`src/sv/cmee_pkg.sv`:
```
// ----------------------------------------------------------------------------
// cmee_pkg - shared types and constants of the context model entropy estimator
// Widths of the word fields, count limits and the control structures that pass
// between the sequencer and the probability unit.
// ----------------------------------------------------------------------------
package cmee_pkg;

    localparam int CONTEXT_BITS_W     = 5;
    localparam int CONTEXT_BITS_RESET = 16;
    localparam int MAX_CONTEXT_BITS_DEF = 16;
    localparam int PROB_FRAC_BITS_DEF   = 32;

    localparam int COUNT_W      = 15;
    localparam int TOTAL_W      = 16;
    localparam int COUNT_LIMIT  = 16384;
    localparam int ENTROPY_W    = 24;
    localparam int SAMPLE_W     = 17;
    localparam int WINDOW_LIMIT = 80000;
    localparam int IN_TDATA_W   = 8;
    localparam int OUT_TDATA_W  = 48;

    typedef enum logic [2:0] {
        S_CLEAR,
        S_IDLE,
        S_FETCH,
        S_CALC,
        S_WRITE,
        S_EMIT,
        S_HALVE
    } t_state;

    typedef enum logic [1:0] {
        P_IDLE,
        P_MUL,
        P_DIV,
        P_NORM
    } t_prob_state;

    typedef struct packed {
        logic               start;
        logic               skip;
        logic [COUNT_W-1:0] count;
        logic [TOTAL_W-1:0] total;
    } t_prob_req;

    typedef struct packed {
        logic dbl;
        logic done;
    } t_prob_stat;

endpackage

```
`src/sv/cmee_prob.sv`:
```
// ----------------------------------------------------------------------------
// cmee_prob - bit-serial probability unit
// Holds the running probability, multiplies it by a count one bit per cycle,
// divides by the context total one quotient bit per cycle and renormalises it
// one doubling per cycle, flagging each doubling.
// ----------------------------------------------------------------------------
module cmee_prob #(
    parameter int PROB_FRAC_BITS = cmee_pkg::PROB_FRAC_BITS_DEF
) (
    input  logic                 i_clk,
    input  logic                 i_rst_n,
    input  cmee_pkg::t_prob_req  i_req,
    output cmee_pkg::t_prob_stat o_stat
);

    localparam int PW = PROB_FRAC_BITS + 1;
    localparam int CW = cmee_pkg::COUNT_W;
    localparam int TW = cmee_pkg::TOTAL_W;
    localparam int AW = PW + CW;
    localparam int NW = $clog2(PW + 1);
    localparam logic [PW-1:0] PROB_ONE  = PW'(1) << PROB_FRAC_BITS;
    localparam logic [PW-1:0] PROB_HALF = PW'(1) << (PROB_FRAC_BITS - 1);

    cmee_pkg::t_prob_state r_state, n_state;
    logic [PW-1:0] r_prob, n_prob;
    logic [AW-1:0] r_acc, n_acc;
    logic [CW-1:0] r_mult, n_mult;
    logic [TW-1:0] r_total, n_total;
    logic [TW-1:0] r_rem, n_rem;
    logic [NW-1:0] r_cnt, n_cnt;
    logic [TW:0]   trial;
    logic          ge;
    logic          above_half;

    assign above_half = (r_prob > PROB_HALF);
    assign trial      = {r_rem, r_acc[PW-1]};
    assign ge         = (trial >= {1'b0, r_total});

    always_comb begin
        n_state = r_state;
        case (r_state)
            cmee_pkg::P_IDLE: begin
                if (i_req.start) begin
                    n_state = i_req.skip ? cmee_pkg::P_NORM : cmee_pkg::P_MUL;
                end
            end
            cmee_pkg::P_MUL: begin
                if (r_cnt == '0) begin
                    n_state = cmee_pkg::P_DIV;
                end
            end
            cmee_pkg::P_DIV: begin
                if (r_cnt == '0) begin
                    n_state = cmee_pkg::P_NORM;
                end
            end
            cmee_pkg::P_NORM: begin
                if (above_half) begin
                    n_state = cmee_pkg::P_IDLE;
                end
            end
            default: n_state = cmee_pkg::P_IDLE;
        endcase
    end

    always_comb begin
        o_stat.dbl  = (r_state == cmee_pkg::P_NORM) && (r_prob != '0) && !above_half;
        o_stat.done = (r_state == cmee_pkg::P_NORM) && above_half;
    end

    always_comb begin
        n_prob  = r_prob;
        n_acc   = r_acc;
        n_mult  = r_mult;
        n_total = r_total;
        n_rem   = r_rem;
        n_cnt   = r_cnt;
        case (r_state)
            cmee_pkg::P_IDLE: begin
                if (i_req.start && !i_req.skip) begin
                    n_acc   = '0;
                    n_mult  = i_req.count;
                    n_total = i_req.total;
                    n_cnt   = NW'(CW - 1);
                end
            end
            cmee_pkg::P_MUL: begin
                n_acc  = (r_acc << 1) + (r_mult[CW-1] ? AW'(r_prob) : AW'(0));
                n_mult = r_mult << 1;
                if (r_cnt == '0) begin
                    n_rem = TW'(n_acc[AW-1:PW]);
                    n_cnt = NW'(PW - 1);
                end else begin
                    n_cnt = r_cnt - NW'(1);
                end
            end
            cmee_pkg::P_DIV: begin
                n_rem = ge ? TW'(trial - {1'b0, r_total}) : TW'(trial);
                n_acc[PW-1:0] = {r_acc[PW-2:0], ge};
                if (r_cnt == '0) begin
                    n_prob = {r_acc[PW-2:0], ge};
                end else begin
                    n_cnt = r_cnt - NW'(1);
                end
            end
            cmee_pkg::P_NORM: begin
                if (r_prob == '0) begin
                    n_prob = PW'(1);
                end else if (!above_half) begin
                    n_prob = r_prob << 1;
                end
            end
            default: begin
                n_prob = r_prob;
            end
        endcase
    end

    always_ff @(posedge i_clk) begin
        if (!i_rst_n) begin
            r_state <= cmee_pkg::P_IDLE;
            r_prob  <= PROB_ONE;
        end else begin
            r_state <= n_state;
            r_prob  <= n_prob;
        end
        r_acc   <= n_acc;
        r_mult  <= n_mult;
        r_total <= n_total;
        r_rem   <= n_rem;
        r_cnt   <= n_cnt;
    end

endmodule

```
`config.mk`:
```
export PLATFORM = sky130hd
export DESIGN_NAME = cmee_prob
export DESIGN_NICKNAME = d
export VERILOG_FILES = /design/src/sv/cmee_pkg.sv /design/src/sv/cmee_prob.sv
export SDC_FILE = /design/constraint.sdc
export NUM_CORES = 1
export LEC_CHECK = 0
export ABC_AREA = 1
export ABC_CLOCK_PERIOD_IN_PS = 3300
export BUFFER_PORTS_ARGS = -buffer_cell sky130_fd_sc_hd__buf_2
export CAP_MARGIN = 20
export CORE_ASPECT_RATIO = 1.4
export CORE_UTILIZATION = 43
export DETAILED_ROUTE_END_ITERATION = 7
export SETUP_SLACK_MARGIN = 0.4
export SLEW_MARGIN = 0
export SYNTH_ARGS = -nofsm -noshare
export SYNTH_HDL_FRONTEND = slang
export SYNTH_SLANG_ARGS = --single-unit
```
`constraint.sdc`:
```
create_clock -name i_clk -period 3.3 [get_ports i_clk]
set_clock_uncertainty 0.1 [all_clocks]
set_input_delay 0.33 -clock i_clk [delete_from_list [all_inputs] [get_ports i_clk]]
set_output_delay 0.33 -clock i_clk [all_outputs]
set_load 0.01 [all_outputs]
```
* Yosys cells after proc, flatten, opt, wreduce, memory -nomap -nowiden *
Index checks and enable logic that the tools add are counted.

word-level totals
  latch bits = 0
  memories kept = 0
  logic and storage cells = 67
  memory bits (writable) = 0
  bits in registers = 135
  bits in read-only memories = 0

operators by class
  equality and inequality tests = 10
  multiply operators = 0
  reduce and logical (&&, ||, !) cells = 21
  divide/modulo/power cells = 0
  mux-type cells = 23
  shift-type cells = 0
  $add $sub $neg = 3
  magnitude comparators = 2
  bitwise operators = 0

operators with widths
  kind                  count
  $mux 33               4
  $pmux 33 s3           1
  $pmux 33 s2           1
  $add 48x33->48        1
  $mux 47               1
  $gt 33x32->1 const B  1
  $logic_not 33->1      1
  $reduce_bool 33->1    1
  $mux 16               2
  $pmux 16 s2           1
  $pmux 15 s2           1
  $pmux 14 s2           1
  $mux 6                3
  $pmux 6 s3            1
  $ge 17x16->1          1
  $sub 16x16->16        1
  $mux 15               1
  $ne 2x2->1 const B    6
  $mux 2                5
  $pmux 2 s4            1
  $reduce_and 2->1      4
  $logic_not 6->1       1
  $reduce_and 3->1      2
  $reduce_bool 2->1     3
  9 further kinds       14

* Longest topological paths before layout *
Gate-level depths: netlist of the first run.

  word-level depth = 4
  mapped depth = 19

* Worst setup path after synthesis of the first run *
No wires, ideal clock.

  kind = register to register
  start point = register r_state[0]
  end point = register r_cnt[0], enable pin
  period minus slack after synthesis = 3197 ps
  data required time = 2823 ps
  path slack = 103 ps
  cell stages (with the launch flop) = 8
  setup time = 377 ps
  path buffers = 0
  arrival time = 2720 ps
  path through = dfxtp_1 -> inv_1 -> ha_1 -> inv_1 -> o21ai_0 -> a21oi_1 -> nand2_1 -> o21ai_0

between the ends
  cells in the longest elaborated chain, start to end = 3
  elaborated cells between the ends (all ways) = 7
  classes of those cells = eq/ne: 4; reduce/logical: 3

ends and longest elaborated chain
  item                                                       RTL line          text
  from (decl)                                                cmee_prob.sv:24   cmee_pkg::t_prob_state r_state, n_state;
  from (signal assigned)                                     cmee_prob.sv:121  r_state <= cmee_pkg::P_IDLE;
  from (signal assigned)                                     cmee_prob.sv:124  r_state <= n_state;
  $eq 2x2->1, or another cell as far along                   cmee_prob.sv:78   case (r_state)
  $ne 2x2->1 (no line) or $reduce_bool 3->1 (tied branches)  -
  $reduce_and 3->1 (no line) *                               -
  to (signal assigned)                                       cmee_prob.sv:131  r_cnt <= n_cnt;
  to (decl)                                                  cmee_prob.sv:30   logic [NW-1:0] r_cnt, n_cnt;

Every way passes the cells marked *; elsewhere a longest branch is shown, timed or not.
A chain may end at the register's enable or synchronous reset.

* Worst setup path in the final report of the first run *
  start point = register r_mult[14]
  end point = register r_rem[3], data pin

between the ends
  cells in the longest elaborated chain, start to end = 4

ends and longest elaborated chain
  item                    RTL line          text
  from (decl)             cmee_prob.sv:27   logic [CW-1:0] r_mult, n_mult;
  from (signal assigned)  cmee_prob.sv:128  r_mult <= n_mult;
  $mux 33                 cmee_prob.sv:88   n_acc = (r_acc << 1) + (r_mult[CW-1] ? AW'(r_prob) : AW'(0));
  $add 48x33->48          cmee_prob.sv:88
  $mux 16                 cmee_prob.sv:90   if (r_cnt == '0) begin
  $pmux 16 s2             cmee_prob.sv:78
  via n_rem[3]            cmee_prob.sv:29   logic [TW-1:0] r_rem, n_rem;
  to (signal assigned)    cmee_prob.sv:130  r_rem <= n_rem;
  to (decl)               cmee_prob.sv:29

The timed path passes the listed nets, and every way through them passes these cells. The select of a mux whose other input is x is not followed.

==> results.tsv, run 1 <==
metric	value	unit
layout cells sized above 1	9.14	%
Syn Area/Cell	6.61	um2
effective utilization at floorplan	43.8	%
Nets	1783	
DR pass1 iterations	5	
Routed Antenna Nets	0	
initial DRC count	648	
setup_tns	0	ns
htree depth	4	
WP data required	3.39	ns
Worst-Skew Late Latency	0.44	ns
minimum clock period	2.79	ns
Finished Core Util	49.3	%
critical path startpoint	r_mult[14]$_DFFE_PP_	
final wirelength	33100	um
num ports	37	
vias in the first global route	9934	
pwr/cell area	968	mW/mm2
max_cap viols	0	
Mapped Area	0.0109	mm2
die area	0.0259	mm2
GR Util met3	3.22	%
gate count of the mapped netlist	1643	
largest family of logic cells by synthesized area	simple AND/OR/NAND/NOR gates	
adder-cell area share of the yosys netlist	6.48	%
number of flops mapped to enable cells by yosys	100	
busiest grt layer	met2	
placement row count	68	
initial antenna violation count	0	
startpoint types	flop	
largest net degree at the start of global routing	51	
crit path max fanout	13	
CTS max path bufs	2	
Die X-Extent	136	um
Worst path max stage delay	0.42	ns
Remaining Overflow, GRT	0	
Synth Area in Compound Gates	8.16	%
Period Utilization, post-route	84.5	%
Hold Crit Start	i_req[17]	
Hold Crit Class	primary input to flop	
CTS buffer count	17	
syn_nets	1733	
first-pass GRT wire length	52200	um
Vias	10300	
Post-Synth Simple-Gate Area	35.4	%
Worst-path clk slew	0.07	ns
layout overhead on the synthesized area	12.5	%
CP Cell Sequence	buf_4, nand2_1, inv_1, ha_1, nand2_1, nor2_1, nand3_1, nand3_2, nand2_1, nand2_1, nand2_1, nand2_1, nand2_1, nand3_1, nand2_1	
CTS sink count	135	
Crit-path slowest cell	edfxtp_1	
GR Util met2	47.3	%
area leader, netlist	edfxtp_1	
met1 usage	30.6	%
root buf cell	clkbuf_16	
most used cell, CP	nand2_1	
unrepaired setup endpoints after global routing	true	
VDD IR max	0.000453	V
status	completed	
CTS tree	done	
Total GRT Usage	26.5	%
Antenna diodes	0	
portion of netlist area occupied by mux cells	2.86	%
Synth cell types	45	
Yosys warning count	0	
Rel. slew slack	40.5	%
maximum clock frequency	359	MHz
CP endpoint kind	flop	
critical path arrival	2.88	ns
DP Wirelength	25600	um
Final Hold Vio Count	0	
Vias/cell	5.09	
RePlAce Congestion	0.980	
worst-margin pin slew	0.883	ns
area share of the leading cell type in the synthesized netlist	27.7	%
Leak	6.20	nW
IO buf count	36	
#FFs+latches synth	135	
die height	190	um
Final setup viols	0	
top cells by area, synth	edfxtp_1 (28%), nand2_1 (21%), inv_1 (9.6%), dfxtp_1 (6.5%), ha_1 (6.1%)	
sequential fraction of the synthesis area	34.1	%
leading register cell type out of synthesis	edfxtp_1	
Synth Area in XOR/XNOR	0.887	%
WL/cell	16.4	um
R2R Path Start	r_mult[14]$_DFFE_PP_	
core box area	0.0248	mm2
Worst Setup Path Type	flop to flop	
Async SR Flop Fraction	0	%
drt drc	0	
final max-slew violation count	0	
-- cell families (layout without fill, tap and decap cells) --
group	after synthesis	after routing
multiplexers	31	31
AO/OA/AOI/OAI	165	165
AND/OR/NAND/NOR	914	914
buffers and inverters	332	395
adder cells (fa/ha/maj)	55	55
flip-flops	135	135
XOR/XNOR	11	11
-- Yosys cell counts (all sizes together) (2+ instances only) --
cell	n
a21o	3
a21oi	116
buf	20
clkbuf	20
clkinv	3
dfxtp	35
edfxtp	100
fa	2
ha	53
inv	289
mux2i	31
nand2	637
nand3	94
nand3b	27
nand4	18
nor2	120
nor3	12
nor4	3
o21ai	38
o21bai	3
or2	2
xnor2	7
xor2	4
-- final cells by class --
type	count	area [um2]
Tap cell	315	394
Fill cell	2557	12500
Clock inverter	15	161
Clock buffer	17	425
Sequential cell	135	3700
Multi-Input combinational cell	1176	5940
Inverter	292	1100
Timing Repair Buffer	71	499
-- report_power, final --
part,internal [mW],switching [mW],total (mW)
logic,2.09,4.23,6.32
registers,2.89,0.684,3.58
clock network,1.07,0.863,1.93
-- through the flow --
stage               cells  hold WS [ns]  power, mW  worst slack, ns  cell area, um2
floorplan            1643         0.329       7.99            0.478           10900
global placement     1971         0.400       9.77            0.427           11400
detailed placement   1971         0.409       9.81            0.416           11400
CTS                  2019        0.0374       11.8            0.416           12100
global route         2021        0.0537       12.8            0.359           12200
finish               2021        0.0543       11.8            0.511           12200
-- flip-flops by register name (all words and copies together), names as in the netlist --
| signal | count |
|---|---|
| r_total | 16 |
| r_state | 2 |
| r_cnt | 6 |
| r_acc | 47 |
| r_prob | 33 |
| r_mult | 15 |
| r_rem | 16 |
-- path summary, 6_finish.rpt --
kind	end	slack, ns	cells after the start
worst max-delay path	r_rem[3]$_DFFE_PP_	0.51	15
worst min-delay path	r_mult[1]$_DFFE_PP_	0.05	3
worst max register to register	r_rem[3]$_DFFE_PP_	0.51	15
worst min register to register	r_mult[8]$_DFFE_PP_	0.42	2
-- timing repair --
item                       in CTS  in global routing
hold endpoints to repair       16                  0
buffers inserted                0                  2
setup endpoints to repair       3                 31
pin swaps                       0                  1
hold buffers                   16                  0
gates resized for setup         3                 19
-- layer usage --
layer  wire, um  up-vias  part of all wire [%]
met3       1210       68                   3.7
met1      13800     4718                    42
li1           -     5278                     -
met2      16600      226                    50
met4       1530        0                   4.6
met5          0        -                     0
-- worst max-delay path, delay by kind of cell (launching register included) --
family | cells | cell delay, ns
adder cells (fa/ha/maj) | 1 | 0.34
buffers and inverters | 2 | 0.26
flip-flops | 1 | 0.42
AND/OR/NAND/NOR | 12 | 1.42
-- layout by cell type (no fill, tap or decap), drive strengths merged --
| master | instances |
|---|---|
| dlygate4sd3 | 16 |
| bufinv | 1 |
| clkbuf | 17 |
| ha | 53 |
| o21ai | 38 |
| buf | 55 |
| xnor2 | 7 |
| a21o | 3 |
| nand2 | 637 |
| a31oi | 1 |
| clkinvlp | 5 |
| o211a | 1 |
| clkinv | 5 |
| a22oi | 1 |
| nand3b | 27 |
| nor3 | 12 |
| nand4 | 18 |
| nand3 | 94 |
| edfxtp | 100 |
| a21oi | 116 |
| or2 | 2 |
| or3 | 1 |
| nor2 | 120 |
| o21a | 1 |
| inv | 296 |
| dfxtp | 35 |
| fa | 2 |
| xor2 | 4 |
| mux2i | 31 |
| o21bai | 3 |
| nor4 | 3 |
| o211ai | 1 |
No activity file was read; power rests on OpenSTA's default activity.
==> run 2, diff against run 1 <==
ABC_CLOCK_PERIOD_IN_PS = 2800   (was 3300)
clock period = 2.8 ns   (was 3.3 ns; I/O delays follow)
==> run 2 against run 1 <==
Compared with the run above:
- utilization is 8.3 points higher
- via count is 4.0% higher
- critical path depth is 2 higher
- setup slack worse by 0.36 ns
- count of clock-buffer cells in the layout is 5 higher
- cell count is 3.1% higher
- wire length is 8.3% higher
- maximum frequency is 5.4% higher
- critical endpoint is now r_rem[10]$_DFFE_PP_
- largest power group unchanged
==> results.tsv, run 2 (synthesis results as in run 1) <==
metric	value	unit
status	completed	
CTS sink count	135	
Final Instance Area	0.0143	mm2
layout overhead on the synthesized area	31.5	%
DP Wirelength	26000	um
htree depth	4	
num ports	37	
drt drc	0	
hold worst-path end	r_mult[2]$_DFFE_PP_	
Finished Core Util	57.7	%
crit path max fanout	5	
commonest non-fill, non-tap cells in the layout	nand2_1 (483), inv_1 (247), nand2_2 (113)	
critical path startpoint	r_mult[14]$_DFFE_PP_	
Filler Cells Inserted	2321	
pwr/cell area	1150	mW/mm2
Total GRT Usage	27.2	%
maximum clock frequency	378	MHz
startpoint types	flop	
Largest register FFs	47	
CP endpoint kind	flop	
Crit-path slowest cell	edfxtp_1	
die height	190	um
placed cell area	0.0117	mm2
critical path arrival	2.73	ns
Antenna diodes	0	
delay-heaviest family, CP	simple AND/OR/NAND/NOR gates	
Buf+Inv Stages, Crit Path	5	
final wirelength	35900	um
WP data required	2.89	ns
Routed Antenna Nets	0	
biggest registers after layout	r_acc: 47 flops, r_prob: 33 flops	
hold path cells	3	
Final Hold Vio Count	0	
Reg with most FFs	r_acc	
DR pass1 iterations	8	
worst reg2reg endpoint	r_rem[10]$_DFFE_PP_	
Vias/cell	5.14	
die area	0.0259	mm2
CP Cell Sequence	buf_6, buf_12, nand2_1, inv_2, ha_4, buf_6, nand2_4, nand2_2, nand2_1, nand2_1, nand2_1, nand3b_1, buf_6, nand3_4, nand4_1, nand3_1, nand2_1	
RePlAce Congestion	0.997	
R2R Path Start	r_mult[14]$_DFFE_PP_	
Final setup viols	0	
Remaining Overflow, GRT	0	
Hold Crit Start	i_req[18]	
minimum clock period	2.65	ns
largest net degree at the start of global routing	37	
initial DRC count	682	
final max-slew violation count	0	
CTS max path bufs	2	
initial antenna violation count	0	
Final WS setup	0.154	ns
Leak	6.90	nW
Worst-path clk slew	0.06	ns
commonest non-fill, non-tap cell in the layout	nand2_1	
Rel. slew slack	44.2	%
r2r setup slk	0.15	ns
effective utilization at floorplan	43.8	%
first-pass GRT wire length	53300	um
max_cap viols	0	
Period Utilization, post-route	94.5	%
worst-margin pin slew	0.828	ns
Hold Crit Class	primary input to flop	
Setup Slack @ Placement	-0.0506	ns
Worst path max stage delay	0.42	ns
vias in the first global route	10100	
setup_tns	0	ns
unrepaired setup endpoints after global routing	true	
layout cells sized above 1	28.7	%
FF-to-FF path depth	17	
Worst Setup Path Type	flop to flop	
core box area	0.0248	mm2
CTS buffer count	17	
placement row count	68	
Worst-Skew Late Latency	0.44	ns
VDD IR max	0.000640	V
Nets	1846	
CTS tree	done	
WL/cell	17.2	um
WHS	0.0207	ns
Vias	10700	
Die X-Extent	136	um
IO buf count	36	
root buf cell	clkbuf_16	
most used cell, CP	nand2_1	
run 2: cell count changes in the layout (fill, tap and decap cells not counted), moves of 15 or more:
| cell | delta |
|---|---|
| nand2_1 | -134 |
| nand2_2 | +96 |
| buf_4 | +44 |
| nor2_1 | -42 |
| nand2_4 | +38 |
| ha_1 | -32 |
| inv_1 | -32 |
| ha_4 | +31 |
| nand3_1 | -30 |
| inv_2 | +29 |
| nor2_4 | +27 |
| nand3_2 | +21 |
| nor2_2 | +15 |
run 2: through the flow:
| stage | cells | total power, mW |
|---|---|---|
| 6_report | 2084 | 16.4 |
| 5_1_grt | 2084 | 17.6 |
| 4_1_cts | 2062 | 14.8 |
| 3_5_place_dp | 2003 | 12.0 |
| 3_3_place_gp | 2003 | 11.9 |
| 2_1_floorplan | 1643 | 9.49 |
run 2: final cells by class:
cell class / instances / area (um2) / share of cell area (%)
multi-input combinational: 1177 / 7460 / 52.2
timing repair buffer: 133 / 1080 / 7.55
clock inverter: 10 / 80.1 / 0.561
inverter: 292 / 1100 / 7.73
tap: 315 / 394 / 2.76
sequential: 135 / 3710 / 26.0
clock buffer: 22 / 454 / 3.18
run 2: power breakdown:
part	internal (mW)	total (mW)	switching (mW)
sequential	3.42	4.38	0.959
combinational	3.76	9.91	6.15
clock	1.23	2.14	0.907
total	8.42	16.4	8.01
run 2: tightest hold or removal path, delay by kind of cell:
| family | cells | cell delay [ns] |
|---|---|---|
| and+or+nand+nor | 2 | 0.10 |
| buffers and inverters | 1 | 0.07 |
run 2: per-layer routing:
| layer | up-vias | GRT usage (%) | share of wire, % |
|---|---|---|---|
| met5 | - | 0 | 0 |
| li1 | 5408 | - | - |
| met2 | 236 | 49.3 | 52 |
| met1 | 4984 | 30.4 | 39 |
| met3 | 77 | 3.94 | 3.3 |
| met4 | 0 | 13.9 | 5.3 |
run 2: timing repair:
| item | in CTS | in global routing |
|---|---|---|
| cloned | 0 | 5 |
| hold endpoints to repair | 20 | 0 |
| gates resized for setup | 85 | 327 |
| buffers inserted | 7 | 17 |
| setup endpoints to repair | 57 | 65 |
| pin swaps | 14 | 77 |
| hold buffers | 20 | 0 |
run 2: worst max-delay path by stage:
| stage | slack, ns | to | cells after the start |
|---|---|---|---|
| after floorplan | 0.41 | r_acc[15]$_DFFE_PP_ | 15 |
| after global placement | -0.05 | r_rem[2]$_DFFE_PP_ | 15 |
| after detailed placement | -0.05 | r_rem[2]$_DFFE_PP_ | 15 |
| after CTS | 0.11 | r_rem[10]$_DFFE_PP_ | 16 |
| after global routing | 0.03 | r_rem[14]$_DFFE_PP_ | 16 |
| final | 0.15 | r_rem[10]$_DFFE_PP_ | 17 |
